[config.mk]
export PLATFORM = sky130hd
export DESIGN_NAME = uppercase_token_scanner_unit_flat
export DESIGN_NICKNAME = d
export VERILOG_FILES = /design/src/rtl/ustk_pkg.sv /design/src/rtl/ustk_ifs.sv /design/src/rtl/ustk_cell.sv /design/src/rtl/ustk_encoder.sv /design/src/rtl/uppercase_token_scanner_unit.sv /design/src/flat_wrapper.sv
export SDC_FILE = /design/constraint.sdc
export NUM_CORES = 1
export LEC_CHECK = 0
export ABC_AREA = 1
export BUFFER_PORTS_ARGS = -buffer_cell sky130_fd_sc_hd__buf_2
export CAP_MARGIN = 20
export CORE_UTILIZATION = 38
export DETAILED_ROUTE_END_ITERATION = 10
export GPL_ROUTABILITY_DRIVEN = 0
export GPL_TIMING_DRIVEN = 0
export HOLD_SLACK_MARGIN = 0.15
export PLACE_DENSITY_LB_ADDON = 0.12
export SETUP_SLACK_MARGIN = 0.15
export SYNTH_ARGS = -nofsm -noshare
export SYNTH_HDL_FRONTEND = slang
export SYNTH_SLANG_ARGS = --single-unit
[constraint.sdc]
create_clock -name clock -period 5.3 [get_ports clock]
set_input_delay 0 -clock clock [delete_from_list [all_inputs] [get_ports clock]]
set_output_delay 0 -clock clock [all_outputs]
set_load 0.05 [all_outputs]
[src/rtl/ustk_pkg.sv]
// Shared types and constants for the uppercase token scanner.
// No dependencies; every other file of the scanner imports this package.
package ustk_pkg;

   // Fixed field widths.
   localparam int DATA_BITS         = 8;
   localparam int CFG_BITS          = 5;
   localparam int TOKEN_OFFSET_BITS = 32;
   localparam int TOKEN_LENGTH_BITS = 5;
   localparam int CSR_DATA_BITS     = 32;
   localparam int CSR_ADDR_BITS     = 3;

   // Character codes.
   localparam logic [DATA_BITS-1:0] CHAR_A     = 8'h41;
   localparam logic [DATA_BITS-1:0] CHAR_Z     = 8'h5A;
   localparam logic [DATA_BITS-1:0] CHAR_SPACE = 8'h20;
   localparam logic [DATA_BITS-1:0] CHAR_NUL   = 8'h00;

   // Register reset values.
   localparam logic [CFG_BITS-1:0] MIN_BODY_RESET = 5'd2;
   localparam logic [CFG_BITS-1:0] MAX_BODY_RESET = 5'd19;

   // Register indexes, taken from paddr[2].
   localparam logic CSR_MIN_BODY = 1'b0;
   localparam logic CSR_MAX_BODY = 1'b1;

   // Width of one encoder group.
   localparam int GROUP_BITS = 8;

   // Control broadcast to every cell of the window row.
   typedef struct packed {
      logic                shift;
      logic                clear;
      logic [CFG_BITS-1:0] min_body;
      logic [CFG_BITS-1:0] max_body;
   } cell_ctrl_type;

endpackage

[src/rtl/ustk_ifs.sv]
// Handshake interfaces for the scanner's byte channel and token channel.
// Depends on ustk_pkg for the field widths.
interface ustk_req_if import ustk_pkg::*; ();
   logic                 valid;
   logic                 ready;
   logic [DATA_BITS-1:0] data_byte;
   logic                 last_byte;

   modport source (output valid, output data_byte, output last_byte, input ready);
   modport sink   (input valid, input data_byte, input last_byte, output ready);
endinterface

interface ustk_rsp_if import ustk_pkg::*; ();
   logic                         valid;
   logic                         ready;
   logic [TOKEN_OFFSET_BITS-1:0] token_offset;
   logic [TOKEN_LENGTH_BITS-1:0] token_length;

   modport source (output valid, output token_offset, output token_length, input ready);
   modport sink   (input valid, input token_offset, input token_length, output ready);
endinterface

[src/rtl/ustk_cell.sv]
// One cell of the letter window row: holds one window bit and flags a hit.
// Depends on ustk_pkg for the cell control struct.
module ustk_cell import ustk_pkg::*; #(
   parameter int CELL_INDEX = 0,
   parameter int IDX_BITS   = 5
) (
   input  logic          clock,
   input  logic          reset,
   input  cell_ctrl_type ctrl,
   input  logic          d_in,
   output logic          q_out,
   output logic          hit
);

   localparam int CMP_BITS = (IDX_BITS > CFG_BITS) ? IDX_BITS : CFG_BITS;
   localparam logic [CMP_BITS-1:0] MY_INDEX = CMP_BITS'(CELL_INDEX);

   logic bit_ff;
   logic bit_in;

   // Shift the neighbour's bit in on a body byte; clear on a run break or on a region's last byte.
   always_comb begin
      if (ctrl.clear) begin
         bit_in = 1'b0;
      end else if (ctrl.shift) begin
         bit_in = d_in;
      end else begin
         bit_in = bit_ff;
      end
   end

   always_ff @(posedge clock) begin
      if (reset) begin
         bit_ff <= 1'b0;
      end else begin
         bit_ff <= bit_in;
      end
   end

   // A letter here leads a token whose body length equals this cell's index.
   assign hit = bit_ff && (CELL_INDEX != 0)
                && (MY_INDEX >= CMP_BITS'(ctrl.min_body))
                && (MY_INDEX <= CMP_BITS'(ctrl.max_body));

   assign q_out = bit_ff;

endmodule

[src/rtl/ustk_encoder.sv]
// Two-stage priority encoder from the cell hit vector to an offset and length,
// with the result register on the token channel. Depends on ustk_pkg and ustk_ifs.
module ustk_encoder import ustk_pkg::*; #(
   parameter int WIN_BITS    = 20,
   parameter int OFFSET_BITS = 32
) (
   input  logic                   clock,
   input  logic                   reset,
   input  logic                   in_valid,
   output logic                   in_ready,
   input  logic [WIN_BITS-1:0]    in_hits,
   input  logic [OFFSET_BITS-1:0] in_pos,
   ustk_rsp_if.source             rsp_bus
);

   localparam int NGRP      = (WIN_BITS + GROUP_BITS - 1) / GROUP_BITS;
   localparam int GSEL_BITS = (NGRP > 1) ? $clog2(NGRP) : 1;
   localparam int D_BITS    = $clog2(WIN_BITS + 1);
   localparam int PAD_BITS  = NGRP * GROUP_BITS;
   localparam int WIDE_BITS = (OFFSET_BITS > TOKEN_OFFSET_BITS) ? OFFSET_BITS
                                                                : TOKEN_OFFSET_BITS;

   logic [PAD_BITS-1:0]    hits_pad;
   logic [NGRP-1:0]        grp_any;
   logic [2:0]             grp_idx [NGRP];

   logic                   s2_valid_ff;
   logic [NGRP-1:0]        s2_any_ff;
   logic [2:0]             s2_idx_ff [NGRP];
   logic [OFFSET_BITS-1:0] s2_pos_ff;

   logic                   found;
   logic [GSEL_BITS-1:0]   gsel;
   logic [D_BITS-1:0]      body_len;
   logic [D_BITS-1:0]      tok_len;
   logic [OFFSET_BITS-1:0] off_full;
   logic [WIDE_BITS-1:0]   off_wide;

   logic                         rsp_valid_ff;
   logic [TOKEN_OFFSET_BITS-1:0] token_offset_ff;
   logic [TOKEN_LENGTH_BITS-1:0] token_length_ff;
   logic                         out_free;
   logic                         s2_free;

   // Elastic stages: each loads when empty or when its successor moves on.
   assign out_free = !rsp_valid_ff || rsp_bus.ready;
   assign s2_free  = !s2_valid_ff || out_free;
   assign in_ready = s2_free;

   assign hits_pad = PAD_BITS'(in_hits);

   // First stage: highest set bit within each group of eight.
   always_comb begin
      for (int g = 0; g < NGRP; g++) begin
         grp_any[g] = |hits_pad[g*GROUP_BITS +: GROUP_BITS];
         grp_idx[g] = 3'd0;
         for (int j = 0; j < GROUP_BITS; j++) begin
            if (hits_pad[g*GROUP_BITS + j]) begin
               grp_idx[g] = 3'(j);
            end
         end
      end
   end

   always_ff @(posedge clock) begin
      if (reset) begin
         s2_valid_ff <= 1'b0;
      end else if (s2_free) begin
         s2_valid_ff <= in_valid;
      end
   end

   always_ff @(posedge clock) begin
      if (s2_free) begin
         s2_any_ff <= grp_any;
         s2_idx_ff <= grp_idx;
         s2_pos_ff <= in_pos;
      end
   end

   // Second stage: highest group with a hit, then the leading letter's offset.
   always_comb begin
      found = 1'b0;
      gsel  = '0;
      for (int g = 0; g < NGRP; g++) begin
         if (s2_any_ff[g]) begin
            found = 1'b1;
            gsel  = GSEL_BITS'(g);
         end
      end
   end

   assign body_len = D_BITS'({gsel, s2_idx_ff[gsel]});
   assign tok_len  = body_len + D_BITS'(1);
   assign off_full = s2_pos_ff - OFFSET_BITS'(tok_len);
   assign off_wide = WIDE_BITS'(off_full);

   always_ff @(posedge clock) begin
      if (reset) begin
         rsp_valid_ff <= 1'b0;
      end else if (out_free) begin
         rsp_valid_ff <= s2_valid_ff && found;
      end
   end

   always_ff @(posedge clock) begin
      if (out_free) begin
         token_offset_ff <= off_wide[TOKEN_OFFSET_BITS-1:0];
         token_length_ff <= TOKEN_LENGTH_BITS'(tok_len);
      end
   end

   assign rsp_bus.valid        = rsp_valid_ff;
   assign rsp_bus.token_offset = token_offset_ff;
   assign rsp_bus.token_length = token_length_ff;

endmodule

[src/rtl/uppercase_token_scanner_unit.sv]
// Top level of the uppercase token scanner: window cell row, position counter,
// register port and encoder. Depends on ustk_pkg, ustk_ifs, ustk_cell, ustk_encoder.

// The scanner takes one byte beat per clock cycle with no gaps of its own; a
// byte is refused only while the encoder pipeline and the result register are
// all full. A row of MAX_BODY+1 cells shifts the letter marks of the current
// letter-or-space run along by one place per byte. On a zero byte the cells'
// hit flags are captured and go through a two-stage priority encoder and a
// result register before a token beat appears. min_body and max_body sit at
// byte addresses 0 and 4.
module uppercase_token_scanner_unit import ustk_pkg::*; #(
   parameter int MAX_BODY    = 19,
   parameter int OFFSET_BITS = 32
) (
   input  logic                     clock,
   input  logic                     reset,
   ustk_req_if.sink                 req_bus,
   ustk_rsp_if.source               rsp_bus,
   input  logic                     psel,
   input  logic                     penable,
   input  logic                     pwrite,
   input  logic [CSR_ADDR_BITS-1:0] paddr,
   input  logic [CSR_DATA_BITS-1:0] pwdata,
   output logic [CSR_DATA_BITS-1:0] prdata,
   output logic                     pready
);

   localparam int WIN_BITS = MAX_BODY + 1;
   localparam int IDX_BITS = $clog2(WIN_BITS);

   logic [CFG_BITS-1:0]    min_body_ff;
   logic [CFG_BITS-1:0]    max_body_ff;
   logic                   csr_write;

   logic                   accept;
   logic                   is_upper;
   logic                   is_body;
   logic                   is_zero;
   cell_ctrl_type          cell_ctrl;
   logic [WIN_BITS-1:0]    win_bits;
   logic [WIN_BITS-1:0]    win_hits;

   logic [OFFSET_BITS-1:0] pos_ff;
   logic [OFFSET_BITS-1:0] pos_in;

   logic                   s1_valid_ff;
   logic [WIN_BITS-1:0]    s1_hits_ff;
   logic [OFFSET_BITS-1:0] s1_pos_ff;
   logic                   s1_free;
   logic                   enc_ready;

   // Register port: writes complete in the access phase, never wait.
   assign pready    = 1'b1;
   assign csr_write = psel && penable && pwrite;

   always_ff @(posedge clock) begin
      if (reset) begin
         min_body_ff <= MIN_BODY_RESET;
         max_body_ff <= MAX_BODY_RESET;
      end else if (csr_write) begin
         case (paddr[2])
            CSR_MIN_BODY: min_body_ff <= pwdata[CFG_BITS-1:0];
            CSR_MAX_BODY: max_body_ff <= pwdata[CFG_BITS-1:0];
            default:      min_body_ff <= min_body_ff;
         endcase
      end
   end

   always_comb begin
      case (paddr[2])
         CSR_MIN_BODY: prdata = CSR_DATA_BITS'(min_body_ff);
         CSR_MAX_BODY: prdata = CSR_DATA_BITS'(max_body_ff);
         default:      prdata = '0;
      endcase
   end

   // Byte classification and the control broadcast to the cell row.
   assign s1_free       = !s1_valid_ff || enc_ready;
   assign req_bus.ready = s1_free;
   assign accept        = req_bus.valid && s1_free;

   assign is_upper = (req_bus.data_byte >= CHAR_A) && (req_bus.data_byte <= CHAR_Z);
   assign is_body  = is_upper || (req_bus.data_byte == CHAR_SPACE);
   assign is_zero  = (req_bus.data_byte == CHAR_NUL);

   assign cell_ctrl.shift    = accept && is_body;
   assign cell_ctrl.clear    = accept && (!is_body || req_bus.last_byte);
   assign cell_ctrl.min_body = min_body_ff;
   assign cell_ctrl.max_body = max_body_ff;

   // Row of window cells; cell 0 takes the new byte's letter mark.
   for (genvar k = 0; k < WIN_BITS; k++) begin : g_cells
      logic shift_src;
      if (k == 0) begin : g_head
         assign shift_src = is_upper;
      end else begin : g_link
         assign shift_src = win_bits[k-1];
      end
      ustk_cell #(
         .CELL_INDEX (k),
         .IDX_BITS   (IDX_BITS)
      ) u_cell (
         .clock (clock),
         .reset (reset),
         .ctrl  (cell_ctrl),
         .d_in  (shift_src),
         .q_out (win_bits[k]),
         .hit   (win_hits[k])
      );
   end

   // Byte position within the region, restarting after the last byte.
   always_comb begin
      pos_in = pos_ff;
      if (accept) begin
         pos_in = req_bus.last_byte ? '0 : pos_ff + OFFSET_BITS'(1);
      end
   end

   always_ff @(posedge clock) begin
      if (reset) begin
         pos_ff <= '0;
      end else begin
         pos_ff <= pos_in;
      end
   end

   // Capture the hit flags and position of each accepted zero byte.
   always_ff @(posedge clock) begin
      if (reset) begin
         s1_valid_ff <= 1'b0;
      end else if (s1_free) begin
         s1_valid_ff <= accept && is_zero;
      end
   end

   always_ff @(posedge clock) begin
      if (s1_free) begin
         s1_hits_ff <= win_hits;
         s1_pos_ff  <= pos_ff;
      end
   end

   ustk_encoder #(
      .WIN_BITS    (WIN_BITS),
      .OFFSET_BITS (OFFSET_BITS)
   ) u_encoder (
      .clock    (clock),
      .reset    (reset),
      .in_valid (s1_valid_ff),
      .in_ready (enc_ready),
      .in_hits  (s1_hits_ff),
      .in_pos   (s1_pos_ff),
      .rsp_bus  (rsp_bus)
   );

`ifndef SYNTHESIS
   // A captured zero byte waiting on the encoder keeps its hit flags.
   a_s1_hold: assert property (@(posedge clock) disable iff (reset)
      s1_valid_ff && !enc_ready |=> s1_valid_ff && $stable(s1_hits_ff))
      else $error("zero-byte capture changed while stalled");

   // Any accepted byte outside a letter-or-space run empties the window.
   a_run_break: assert property (@(posedge clock) disable iff (reset)
      accept && !is_body |=> win_bits == '0)
      else $error("window not cleared after run break");

   // The last byte of a region restarts the position count and empties the window.
   a_region_end: assert property (@(posedge clock) disable iff (reset)
      accept && req_bus.last_byte |=> pos_ff == '0 && win_bits == '0)
      else $error("state not cleared after last byte");
`endif

endmodule
[src/flat_wrapper.sv]
// flat-port wrapper written by rule: the top's interface ports become plain ports
module uppercase_token_scanner_unit_flat import ustk_pkg::*;
#(
   parameter int MAX_BODY    = 19,
   parameter int OFFSET_BITS = 32
)
  (clock, reset, psel, penable, pwrite, paddr, pwdata, prdata, pready, req_bus_valid, req_bus_data_byte, req_bus_last_byte, req_bus_ready, rsp_bus_valid, rsp_bus_token_offset, rsp_bus_token_length, rsp_bus_ready);
  ustk_req_if req_bus_i ();
  ustk_rsp_if rsp_bus_i ();
  input  logic clock;
  input  logic reset;
  input  logic psel;
  input  logic penable;
  input  logic pwrite;
  input  logic [CSR_ADDR_BITS-1:0] paddr;
  input  logic [CSR_DATA_BITS-1:0] pwdata;
  output logic [CSR_DATA_BITS-1:0] prdata;
  output logic pready;
  input wire logic [$bits(req_bus_i.valid)-1:0] req_bus_valid;
  input wire logic [$bits(req_bus_i.data_byte)-1:0] req_bus_data_byte;
  input wire logic [$bits(req_bus_i.last_byte)-1:0] req_bus_last_byte;
  output wire logic [$bits(req_bus_i.ready)-1:0] req_bus_ready;
  output wire logic [$bits(rsp_bus_i.valid)-1:0] rsp_bus_valid;
  output wire logic [$bits(rsp_bus_i.token_offset)-1:0] rsp_bus_token_offset;
  output wire logic [$bits(rsp_bus_i.token_length)-1:0] rsp_bus_token_length;
  input wire logic [$bits(rsp_bus_i.ready)-1:0] rsp_bus_ready;
  assign req_bus_i.valid = req_bus_valid;
  assign req_bus_i.data_byte = req_bus_data_byte;
  assign req_bus_i.last_byte = req_bus_last_byte;
  assign req_bus_ready = req_bus_i.ready;
  assign rsp_bus_valid = rsp_bus_i.valid;
  assign rsp_bus_token_offset = rsp_bus_i.token_offset;
  assign rsp_bus_token_length = rsp_bus_i.token_length;
  assign rsp_bus_i.ready = rsp_bus_ready;
  uppercase_token_scanner_unit #(.MAX_BODY(MAX_BODY), .OFFSET_BITS(OFFSET_BITS)) u_core (.clock(clock), .reset(reset), .req_bus(req_bus_i), .rsp_bus(rsp_bus_i), .psel(psel), .penable(penable), .pwrite(pwrite), .paddr(paddr), .pwdata(pwdata), .prdata(prdata), .pready(pready));
endmodule
### Word-level counts from Yosys, hierarchy flattened

Index checks and enable logic that the tools add are counted.

* memories: 0
* bits in read-only memories: 0
* flip-flop bits (word level): 197
* bits of input ports: 51
* memory bits (writable): 0
* output and inout port bits: 72
* bits in latches: 0

* div/mod/pow operators: 0
* shifts and indexed selects: 0
* mux-type cells: 24
* $add $sub $neg: 3
* reduce and logical (&&, ||, !) cells: 67
* order comparisons: 41
* eq/ne operators: 1
* bitwise logic cells: 2
* multipliers: 0

Operators by type and width (count)
* $pmux W32 S2: 1
* $logic_and A1 B1 Y1: 46
* $ge A4 B5 Y1 const A: 8
* $le A4 B5 Y1 const A: 8
* $add A32 B1 Y32 const B: 1
* $mux W32: 1
* $sub A32 B5 Y32: 1
* $ge A3 B5 Y1 const A: 4
* $ge A5 B5 Y1 const A: 4
* $le A3 B5 Y1 const A: 4
* $le A5 B5 Y1 const A: 4
* $mux W3: 6
* $reduce_or A4 Y1: 3
* $ge A2 B5 Y1 const A: 2
* $le A2 B5 Y1 const A: 2
* $mux W1: 10
* $mux W2: 5
* $eq A8 B6 Y1 const B: 1
* $ge A8 B7 Y1 const B: 1
* $le A8 B7 Y1 const B: 1
* $logic_not A8 Y1: 1
* $reduce_or A2 Y1: 4
* $reduce_or A8 Y1: 1
* $reduce_or A7 Y1: 1
* 10 further kinds: 18

### Longest topological paths before layout

Gate-level depths: netlist of the first run.

* depth after elaboration: 8
* depth in mapped cells: 17
* gate-level depth less buffers: 17

### Cells and area by module

A second synthesis of the first run with hierarchy kept.

* cell total of the unflattened synthesis: 1155
* area, all modules: 9695.5 um2

Modules (own cells, without submodules)
* uppercase_token_scanner_unit: seq. area each 2422.3 um2, area an instance 4091.4 um2, times used 1, cells each 439
* ustk_encoder: seq. area each 2442.3 um2, area an instance 4061.4 um2, times used 1, cells each 422
* ustk_cell at u_core.g_cells[12].u_cell ...: seq. area each 20.0 um2, area an instance 80.1 um2, times used 3, cells each 16
* ustk_cell at u_core.g_cells[16].u_cell ...: seq. area each 20.0 um2, area an instance 63.8 um2, times used 2, cells each 11
* ustk_cell at u_core.g_cells[10].u_cell: seq. area each 20.0 um2, area an instance 93.8 um2, times used 1, cells each 19
* ustk_cell at u_core.g_cells[2].u_cell: seq. area each 20.0 um2, area an instance 92.6 um2, times used 1, cells each 19
* ustk_cell at u_core.g_cells[13].u_cell: seq. area each 20.0 um2, area an instance 91.3 um2, times used 1, cells each 17
* ustk_cell at u_core.g_cells[3].u_cell: seq. area each 20.0 um2, area an instance 86.3 um2, times used 1, cells each 18
* ustk_cell at u_core.g_cells[1].u_cell: seq. area each 20.0 um2, area an instance 85.1 um2, times used 1, cells each 17
* ustk_cell at u_core.g_cells[8].u_cell: seq. area each 20.0 um2, area an instance 85.1 um2, times used 1, cells each 16
* ustk_cell at u_core.g_cells[14].u_cell: seq. area each 20.0 um2, area an instance 82.6 um2, times used 1, cells each 16
* ustk_cell at u_core.g_cells[11].u_cell: seq. area each 20.0 um2, area an instance 81.3 um2, times used 1, cells each 14
* ustk_cell at u_core.g_cells[9].u_cell: seq. area each 20.0 um2, area an instance 78.8 um2, times used 1, cells each 15
* ustk_cell at u_core.g_cells[19].u_cell: seq. area each 20.0 um2, area an instance 75.1 um2, times used 1, cells each 15
* +5 rows

### Worst setup path after synthesis of the first run

No wires, ideal clock.

* path kind: flip-flop to flip-flop
* start point: register u_core.u_encoder.rsp_valid_ff, in the netlist u_core.u_encoder.rsp_bus.valid
* end point: register u_core.g_cells[11].u_cell.bit_ff
* setup time: 0.117 ns
* path buffers: 3
* arrival time: 4.198 ns
* clock period less this slack: 4.315 ns
* path slack: 0.985 ns
* required time: 5.183 ns
* stages on the path, launching flop included: 11
* cell sequence: dfxtp_1 -> nand2_1 -> nor2_2 -> nand2_1 -> nand2_1 -> buf_4 -> inv_1 -> buf_2 -> buf_2 -> o22ai_1 -> nor2_1

* word-level cells in the longest chain between the ends: 7
* elaborated cells on any way between the ends: 8
* classes of those cells: 8 x reduce/logical

Ends and longest elaborated chain
* from (decl): line ustk_encoder.sv:39 `logic rsp_valid_ff;`
* from (signal assigned): line ustk_encoder.sv:102 `rsp_valid_ff <= s2_valid_ff && found;`
* $logic_not A1 Y1 (*): line ustk_encoder.sv:46 `assign out_free = !rsp_valid_ff || rsp_bus.ready;`
* $logic_or A1 B1 Y1 (*): line ustk_encoder.sv:46
* net u_core.u_encoder.out_free: line ustk_encoder.sv:42 `logic out_free;`
* $logic_or A1 B1 Y1 (*): line ustk_encoder.sv:47 `assign s2_free = !s2_valid_ff || out_free;`
* $logic_or A1 B1 Y1 (*): line uppercase_token_scanner_unit.sv:78 `assign s1_free = !s1_valid_ff || enc_ready;`
* net req_bus_ready: line flat_wrapper.sv:22 `output wire logic [$bits(req_bus_i.ready)-1:0] req_bus_ready;`
* $logic_and A1 B1 Y1 (*): line uppercase_token_scanner_unit.sv:80 `assign accept = req_bus.valid && s1_free;`
* $logic_and A1 B1 Y1: line uppercase_token_scanner_unit.sv:87 `assign cell_ctrl.clear = accept && (!is_body || req_bus.last_byte);`
* $reduce_or A2 Y1 (no source line)
* to (signal assigned): line ustk_cell.sv:36 `bit_ff <= bit_in;`
* to (decl): line ustk_cell.sv:18 `logic bit_ff;`

The timed path passes the listed nets; every way through them passes the cells marked *.
A chain may end at the register's enable or synchronous reset.

### Worst setup path in the final report of the first run

* start point: register u_core.u_encoder.rsp_valid_ff, in the netlist u_core.u_encoder.rsp_bus.valid
* end point: register u_core.g_cells[5].u_cell.bit_ff

* word-level cells in the longest chain between the ends: 7
* elaborated cells on any way between the ends: 8
* classes of those cells: 8 x reduce/logical

Ends and longest elaborated chain (line)
* $logic_not A1 Y1 (*): ustk_encoder.sv:46
* $logic_or A1 B1 Y1 (*): ustk_encoder.sv:46
* net u_core.u_encoder.out_free: ustk_encoder.sv:42
* $logic_or A1 B1 Y1 (*): ustk_encoder.sv:47
* $logic_or A1 B1 Y1 (*): uppercase_token_scanner_unit.sv:78
* $logic_and A1 B1 Y1 (*): uppercase_token_scanner_unit.sv:80
* $logic_and A1 B1 Y1: uppercase_token_scanner_unit.sv:87
* $reduce_or A2 Y1 (no source line)
* to (signal assigned): ustk_cell.sv:36
* to (decl): ustk_cell.sv:18

Marks and branches as above.

==> reports/results.tsv, run 1 <==
stage	metric	value	unit
status	status	complete, no violations	
synth	ys_types	45	
min_path	hp-class	input port to register	
sta	relSlewSlack	0.394	
drt	vias	6740	
synth	synth.yosys.warnings	0	
sta	fmax	0.318	GHz
placed_design	dp_hpwl	14.3	mm
power_and_ir_drop	p_int	2.61	mW
floorplanning	start_util	0.391	
power_and_ir_drop	clockPowerShare	0.359	
worst_setup_path	worst-path-max-fanout	39	
synth	synth-seq-cells	196	
global_routing	met1_usage	0.223	
sta	rsz0062_at_grt	false	
drt	ant_nets	0	
cts	root_buffer	clkbuf_16	
floorplanning	core	23700	um2
synth	netlist_area	9250	um2
cts	cts_made_buffers	17	
layout	fin_nets	1180	
worst_setup_path	endpoint_kind	register	
global_routing	met3_usage	0.0337	
worst_setup_path	criticalPathCategory	register to register	
layout	drive_gt1_frac	0.159	
synth	ys.flop_type	edfxtp_1	
layout	post-route-util	0.463	
placed_design	portBuffers	64	
power_and_ir_drop	p_leak	4.63	nW
global_routing	grt_pass1_vias	6352	
synth	async_flop_share	0	
synth	synth_area_per_cell	9.36	um2
floorplanning	num_rows	56	
power_and_ir_drop	p_per_area	342	nW/um2
sta	tightest_slew	906	ps
job	maxCapViolations	0	
synth	synth-edff-count	131	
power_and_ir_drop	finalPower	3.75	mW
cts	cts_setup_buffers	0	
power_and_ir_drop	seq_power_share	0.465	
synth	synth.yosys.seq_area_share	0.566	
global_routing	grt_max_degree	44	
floorplanning	die_y	158	um
drt	drc_errors	0	
sta	finalHoldViolations	0	
cts	cts_buffer_depth	2	
global_routing	grt_usage	0.164	
sta	drv_slew	0	
cts	ctsResizeCount	0	
global_routing	grtUsageMet2	0.259	
worst_setup_path	worst-endpoint-required	5600	ps
worst_setup_path	start_kind	register	
floorplanning	die_w	158	um
drt	drtIter0Drc	334	
drt	drt_pass1_iterations	5	
cts	cts_tree	done	
cts	insertion_delay	430	ps
cts	htree_levels	4	
drt	via_per_inst	4.63	
power_and_ir_drop	power.switching	1.13	mW
power_and_ir_drop	irDropWorstVdd	167	uV
global_routing	grt_pass1_wl	31.9	mm
sta	fin_crit_sh	0.594	
synth	syn_inst	988	
floorplanning	ios	123	
global_routing	overflow	0	
cts	clkTransAtPathRegs	80	ps
sta	finalSetupViolations	0	
drt	avgRoutedWirePerCell	13.1	um
power_and_ir_drop	p_comb_frac	0.176	
layout	area_growth	18.6	%
worst_setup_path	crit_arrival	3450	ps
power_and_ir_drop	sw_frac_of_total	0.303	
global_routing	top_usage_layer	met2	
layout	antenna-diode-count	0	
drt	wl	19.1	mm
floorplanning	die_area	25000	um2
sta	clock_skew	11.9	ps
cts	clock_sinks	196	
global_routing	grt_antenna_before_repair	0	
sta	setup_tns	0	ps
sta	min_period	3150	ps
power groups by stage:
stage,combinational (mW),sequential [mW],clock (mW)
finish,0.659,1.74,1.35
global route,0.718,1.75,1.45
CTS,0.664,1.74,1.39
detailed placement,0.652,1.78,0
global placement,0.649,1.78,0
floorplan,0.261,2.04,0
cell usage after synthesis (all sizes together), types with 2 or more instances:
| library cell | n | area share |
|---|---|---|
| nand2 | 199 | 0.088 |
| nor2 | 134 | 0.062 |
| edfxtp | 131 | 0.43 |
| inv | 123 | 0.050 |
| dfxtp | 65 | 0.14 |
| a21oi | 57 | 0.031 |
| nand3 | 54 | 0.034 |
| buf | 35 | 0.027 |
| o21ai | 35 | 0.019 |
| nor3 | 26 | 0.014 |
| xor2 | 24 | 0.023 |
| nand4 | 22 | 0.016 |
| a211oi | 16 | 0.013 |
| nor4 | 13 | 0.012 |
| clkbuf | 11 | 0.0045 |
| xnor2 | 10 | 0.0095 |
| a2111oi | 8 | 0.0076 |
| ha | 5 | 0.0068 |
| nand3b | 4 | 0.0037 |
| o21bai | 3 | 0.0028 |
| conb | 2 | 0.00081 |
| o21a | 2 | 0.0016 |
| o22ai | 2 | 0.0014 |
| or2 | 2 | 0.0014 |
cells by family (layout without fill, tap and decap cells):
group / Yosys count / in the layout / share of synthesized area
and+or+nand+nor: 456 / 456 / 0.232
AOI/OAI and AO/OA: 125 / 125 / 0.0779
DFF: 196 / 196 / 0.566
xor gates and xnor gates: 34 / 34 / 0.0322
buffers and inverters: 169 / 291 / 0.0817
other: 2 / 28 / 0.000812
adders and majority gates: 6 / 6 / 0.00893
sequential cells by signal, summed over array words and instances, names as in the netlist:
register                               cells
u_core.pos_ff                             32
u_core.s1_pos_ff                          32
u_core.u_encoder.rsp_bus.token_offset     32
u_core.u_encoder.s2_pos_ff                32
u_core.g_cells.u_cell.q_out               20
u_core.s1_hits_ff                         19
u_core.u_encoder.s2_idx_ff                 8
u_core.max_body_ff                         5
u_core.min_body_ff                         5
u_core.u_encoder.rsp_bus.token_length      5
u_core.u_encoder.s2_any_ff                 3
u_core.s1_valid_ff                         1
u_core.u_encoder.rsp_bus.valid             1
u_core.u_encoder.s2_valid_ff               1
critical path, cell delays in order, from the launching register on:
cell and delay [ps]:
dfxtp_1 320, nand2_2 640, nor2_2 120, nand2_2 450
nand2_1 210, o21ai_1 480, inv_1 280, o21ai_0 160
buf_2 270, a211oi_1 70
path summary, 6_finish.rpt:
kind	from	to	slack, ps	depth (start not counted)
setup / recovery	u_core.u_encoder.rsp_bus.valid	u_core.g_cells[5].u_cell.q_out	2150	9
hold / removal	req_bus_data_byte[2]	u_core.g_cells[3].u_cell.q_out	270	8
setup reg to reg	u_core.u_encoder.rsp_bus.valid	u_core.g_cells[5].u_cell.q_out	2150	9
hold reg to reg	u_core.s1_pos_ff[19]	u_core.u_encoder.s2_pos_ff[19]	420	0
routing by layer:
layer  routed length, um  part of all wire
met2                8560              0.45
met4                 386             0.020
met5                   0                 0
met1                9280              0.49
met3                 870             0.046
metrics by stage:
stage | instances | instance area, um2 | setup slack [ps] | hold slack (ps)
after floorplan | 1014 | 9350 | 985 | 126
after global placement | 1397 | 10100 | 258 | 240
after detailed placement | 1398 | 10100 | 2120 | 240
after CTS | 1455 | 11000 | 2070 | 247
after global routing | 1455 | 11000 | 1720 | 364
final | 1455 | 11000 | 2150 | 266
cells in the final DEF, fill, tap and decap left out, types with 24 or more instances in the layout:
cell type | Yosys | layout
a21oi_1 | 57 | 57
buf_2 | 6 | 70
buf_4 | 29 | 29
conb_1 | 2 | 28
dfxtp_1 | 65 | 65
dlygate4sd3_1 | 0 | 25
edfxtp_1 | 131 | 131
inv_1 | 119 | 118
nand2_1 | 184 | 182
nand3_1 | 47 | 47
nor2_1 | 123 | 123
nor3_1 | 26 | 26
o21ai_0 | 33 | 33
xor2_1 | 24 | 24
what timing repair did:
item	4_1_cts	5_1_grt
hold buffers	25	0
endpoints found under the hold margin	30	0
endpoints found under the setup margin	0	0
layout make-up:
| cell class | count | area (um2) |
|---|---|---|
| fill | 2331 | 12700 |
| sequential | 196 | 5240 |
| multi-input combinational | 649 | 3360 |
| timing repair buffer | 90 | 591 |
| inverter | 123 | 467 |
| clock buffer | 18 | 439 |
| tap | 319 | 399 |
| buffer | 46 | 289 |
| clock inverter | 14 | 185 |
Power figures use the tool's default switching activity.
==> run 2, diff against run 1 <==
ABC_AREA = 0   (was 1)
clock period = 2.6 ns   (was 5.3 ns; I/O delays follow)
==> run 2 against run 1 <==
Net effect:
- the run now ends with setup timing left
- wire length shrank 18%
- via count is 20% lower
- first-iteration DRC count shrank 15%
- largest cell class unchanged
==> reports/results.tsv, run 2 <==
stage	metric	value	unit	change
status	status	finished with violations		was complete, no violations
status	violations	setup timing		
drt	drt_pass1_iterations	6		was 5
drt	drtIter0Drc	283		was 334
floorplanning	num_rows	53		was 56
worst_setup_path	cp_cell_sequence	buf_8 > mux2i_4 > o21a_1 > inv_2 > ha_4 > inv_2 > fa_2 > a21o_1 > maj3_2 > and2_4 > clkbuf_16 > or4_4 > xnor2_2		was nand2_2 > nor2_2 > nand2_2 > nand2_1 > o21ai_1 > inv_1 > o21ai_0 > buf_2 > a211oi_1
layout	final_common_cell	edfxtp_1		was nand2_1
sta	relSlewSlack	0.534		was 0.394
sta	clock_skew	8.20	ps	was 11.9 ps
cts	clock_sinks	196		unchanged
floorplanning	die_w	148	um	was 158 um
global_routing	grt_antenna_before_repair	0		unchanged
layout	most-common-layout-cells	edfxtp_1, nor2_1, buf_2		was nand2_1, edfxtp_1, nor2_1
synth	synthTopCellsByCount	edfxtp_1, nor2_1, dfxtp_1		was nand2_1, edfxtp_1, nor2_1
sta	hold_ws	184	ps	was 266 ps
power_and_ir_drop	irDropWorstVdd	495	uV	was 167 uV
layout	fin_nets	884		was 1180
power_and_ir_drop	p_leak	4.26	nW	was 4.63 nW
cts	cts_made_buffers	17		unchanged
floorplanning	die_y	148	um	was 158 um
floorplanning	start_util	0.387		was 0.391
worst_setup_path	worst-endpoint-required	2790	ps	was 5600 ps
worst_setup_path	start_kind	register		unchanged
sta	finalSetupViolations	28		was 0
layout	area_growth	28.5	%	was 18.6%
min_path	min_from	req_bus_data_byte[4]		was req_bus_data_byte[2]
drt	vias	5417		was 6740
sta	worst_slack	-573	ps	was 2150 ps
sta	fmax	0.315	GHz	was 0.318 GHz
global_routing	grt_pass1_vias	5204		was 6352
synth	synth_area_per_cell	12.1	um2	was 9.36 um2
global_routing	grt_pass1_wl	25.5	mm	was 31.9 mm
synth	synth.yosys.seq_area_share	0.644		was 0.566
worst_setup_path	path_buf_inv	4		was 2
layout	ff_latch_area	5240	um2	about the same
floorplanning	ios	123		unchanged
worst_setup_path	crit_arrival	3360	ps	was 3450 ps
job	maxCapViolations	0		unchanged
synth	netlist_area	8130	um2	was 9250 um2
synth	synth.most_common_cell	edfxtp_1		was nand2_1
cts	cts_tree	done		unchanged
placed_design	place_area	9350	um2	was 10100 um2
synth	synth.yosys.warnings	0		unchanged
worst_setup_path	r2r_start	u_core.u_encoder.s2_any_ff[1]		was u_core.u_encoder.rsp_bus.valid
global_routing	grt_usage	0.149		was 0.164
worst_setup_path	cp_slowest_cell	or4_4		was nand2_2
drt	avgRoutedWirePerCell	14.1	um	was 13.1 um
drt	via_per_inst	4.86		was 4.63
floorplanning	die_area	22000	um2	was 25000 um2
worst_setup_path	crit_start	u_core.u_encoder.s2_any_ff[1]		was u_core.u_encoder.rsp_bus.valid
power_and_ir_drop	finalPower	6.70	mW	was 3.75 mW
sta	rsz0062_at_grt	true		was false
global_routing	overflow	0		unchanged
synth	syn_inst	673		was 988
drt	ant_nets	0		unchanged
synth	synth_area_leader_cell	edfxtp_1		unchanged
sta	finalHoldViolations	0		unchanged
layout	antenna-diode-count	0		unchanged
sta	tightest_slew	698	ps	was 906 ps
layout	drive_gt1_frac	0.269		was 0.159
worst_setup_path	worst-path-max-fanout	5		was 39
placed_design	dp_hpwl	11.3	mm	was 14.3 mm
power_and_ir_drop	p_per_area	642	nW/um2	was 342 nW/um2
cts	cts_buffer_depth	2		unchanged
synth	ys_types	61		was 45
cts	insertion_delay	430	ps	about the same
worst_setup_path	cp_common_cell	inv_2		was nand2_2
synth	synth_area_leaders	edfxtp_1, dfxtp_1, nor2_1, xor2_1, buf_4		was edfxtp_1, dfxtp_1, nand2_1, nor2_1, inv_1
synth	synth-edff-count	131		unchanged
layout	fillerInstances	1854		was 2331
cts	root_buffer	clkbuf_16		unchanged
cts	htree_levels	4		unchanged
floorplanning	core	21000	um2	was 23700 um2
worst_setup_path	endpoint_kind	register		unchanged
synth	async_flop_share	0		unchanged
layout	multi_input_area	2970	um2	was 3360 um2
sta	fin_crit_sh	1.22		was 0.594
worst_setup_path	path_delay_family	adder cells		was simple AND/OR/NAND/NOR gates
worst_setup_path	max_stage_delay	430	ps	was 640 ps
drt	wl	15.7	mm	was 19.1 mm
sta	drv_slew	0		unchanged
global_routing	grt_max_degree	34		was 44
synth	synth_top_area_share	0.484		was 0.425
min_path	hp-class	input port to register		unchanged
cts	clkTransAtPathRegs	70	ps	was 80 ps
synth	synth-seq-cells	196		unchanged
placed_design	portBuffers	64		unchanged
sta	min_period	3170	ps	was 3150 ps
layout	final_area	10500	um2	was 11000 um2
drt	drc_errors	0		unchanged
synth	ys.flop_type	edfxtp_1		unchanged
worst_setup_path	criticalPathCategory	register to register		unchanged
## run 2: per-stage QoR
stage               TNS [ps]   util  std cells  worst slack (ps)
global placement     -172840  0.440       1038             -2130
floorplan            -121090      -        699             -1460
detailed placement    -16390  0.445       1043              -847
finish                -11340  0.497       1115              -573
CTS                   -11610  0.493       1114              -567
global route          -14570  0.497       1115              -668
## run 2: logic make-up after synthesis
logic type,synth area share
mux,0.0143
xor+xnor,0.0634
simple gates,0.145
flops,0.644
buf+inv,0.0472
other cells,0.000923
fa+ha+maj,0.0115
compound gates,0.0741
## run 2: timing repair
item | in CTS | in global routing
hold buffers | 20 | 0
buffers inserted | 18 | 1
gates cloned | 1 | 0
endpoints found under the hold margin | 39 | 0
resized for setup | 11 | 15
setup endpoints to repair | 32 | 28
pin swaps | 14 | 9
## run 2: power breakdown
| group | leakage [nW] | internal [mW] | switching, mW | total (mW) |
|---|---|---|---|---|
| Clock | 0.280 | 1.29 | 1.26 | 2.55 |
| Sequential | 2.04 | 3.37 | 0.0204 | 3.39 |
| Combinational | 1.94 | 0.257 | 0.510 | 0.767 |
| Total | 4.26 | 4.91 | 1.79 | 6.70 |
## run 2: layout make-up
| class | instances | share of cell area |
|---|---|---|
| Sequential cell | 196 | 0.501 |
| Inverter | 16 | 0.00575 |
| Multi-Input combinational cell | 431 | 0.284 |
| Tap cell | 275 | 0.0329 |
| Clock inverter | 15 | 0.0145 |
| Buffer | 56 | 0.0432 |
| Clock buffer | 17 | 0.0407 |
| Timing Repair Buffer | 109 | 0.0772 |
## run 2: tightest hold or removal path: cells and delay by family
| kind | cells | cell delay, ps |
|---|---|---|
| simple gates | 3 | 190 |
| buf+inv | 1 | 90 |
| compound gates | 2 | 280 |
## run 2: per-layer routing
layer  share of wire  global-route usage  vias to the layer above
met5               0                   0                        -
met4           0.024              0.0716                        0
met3           0.036              0.0282                       26
met2            0.51               0.258                      145
met1            0.43               0.180                     2570
li1                -                   -                     2676
## run 2: worst paths after layout
kind	endpoint	slack (ps)	cells past startpoint
min	u_core.g_cells[1].u_cell.q_out	180	6
max reg2reg	u_core.u_encoder.rsp_bus.token_offset[22]	-570	13
max	u_core.u_encoder.rsp_bus.token_offset[22]	-570	13
min reg2reg	u_core.u_encoder.s2_pos_ff[6]	420	0
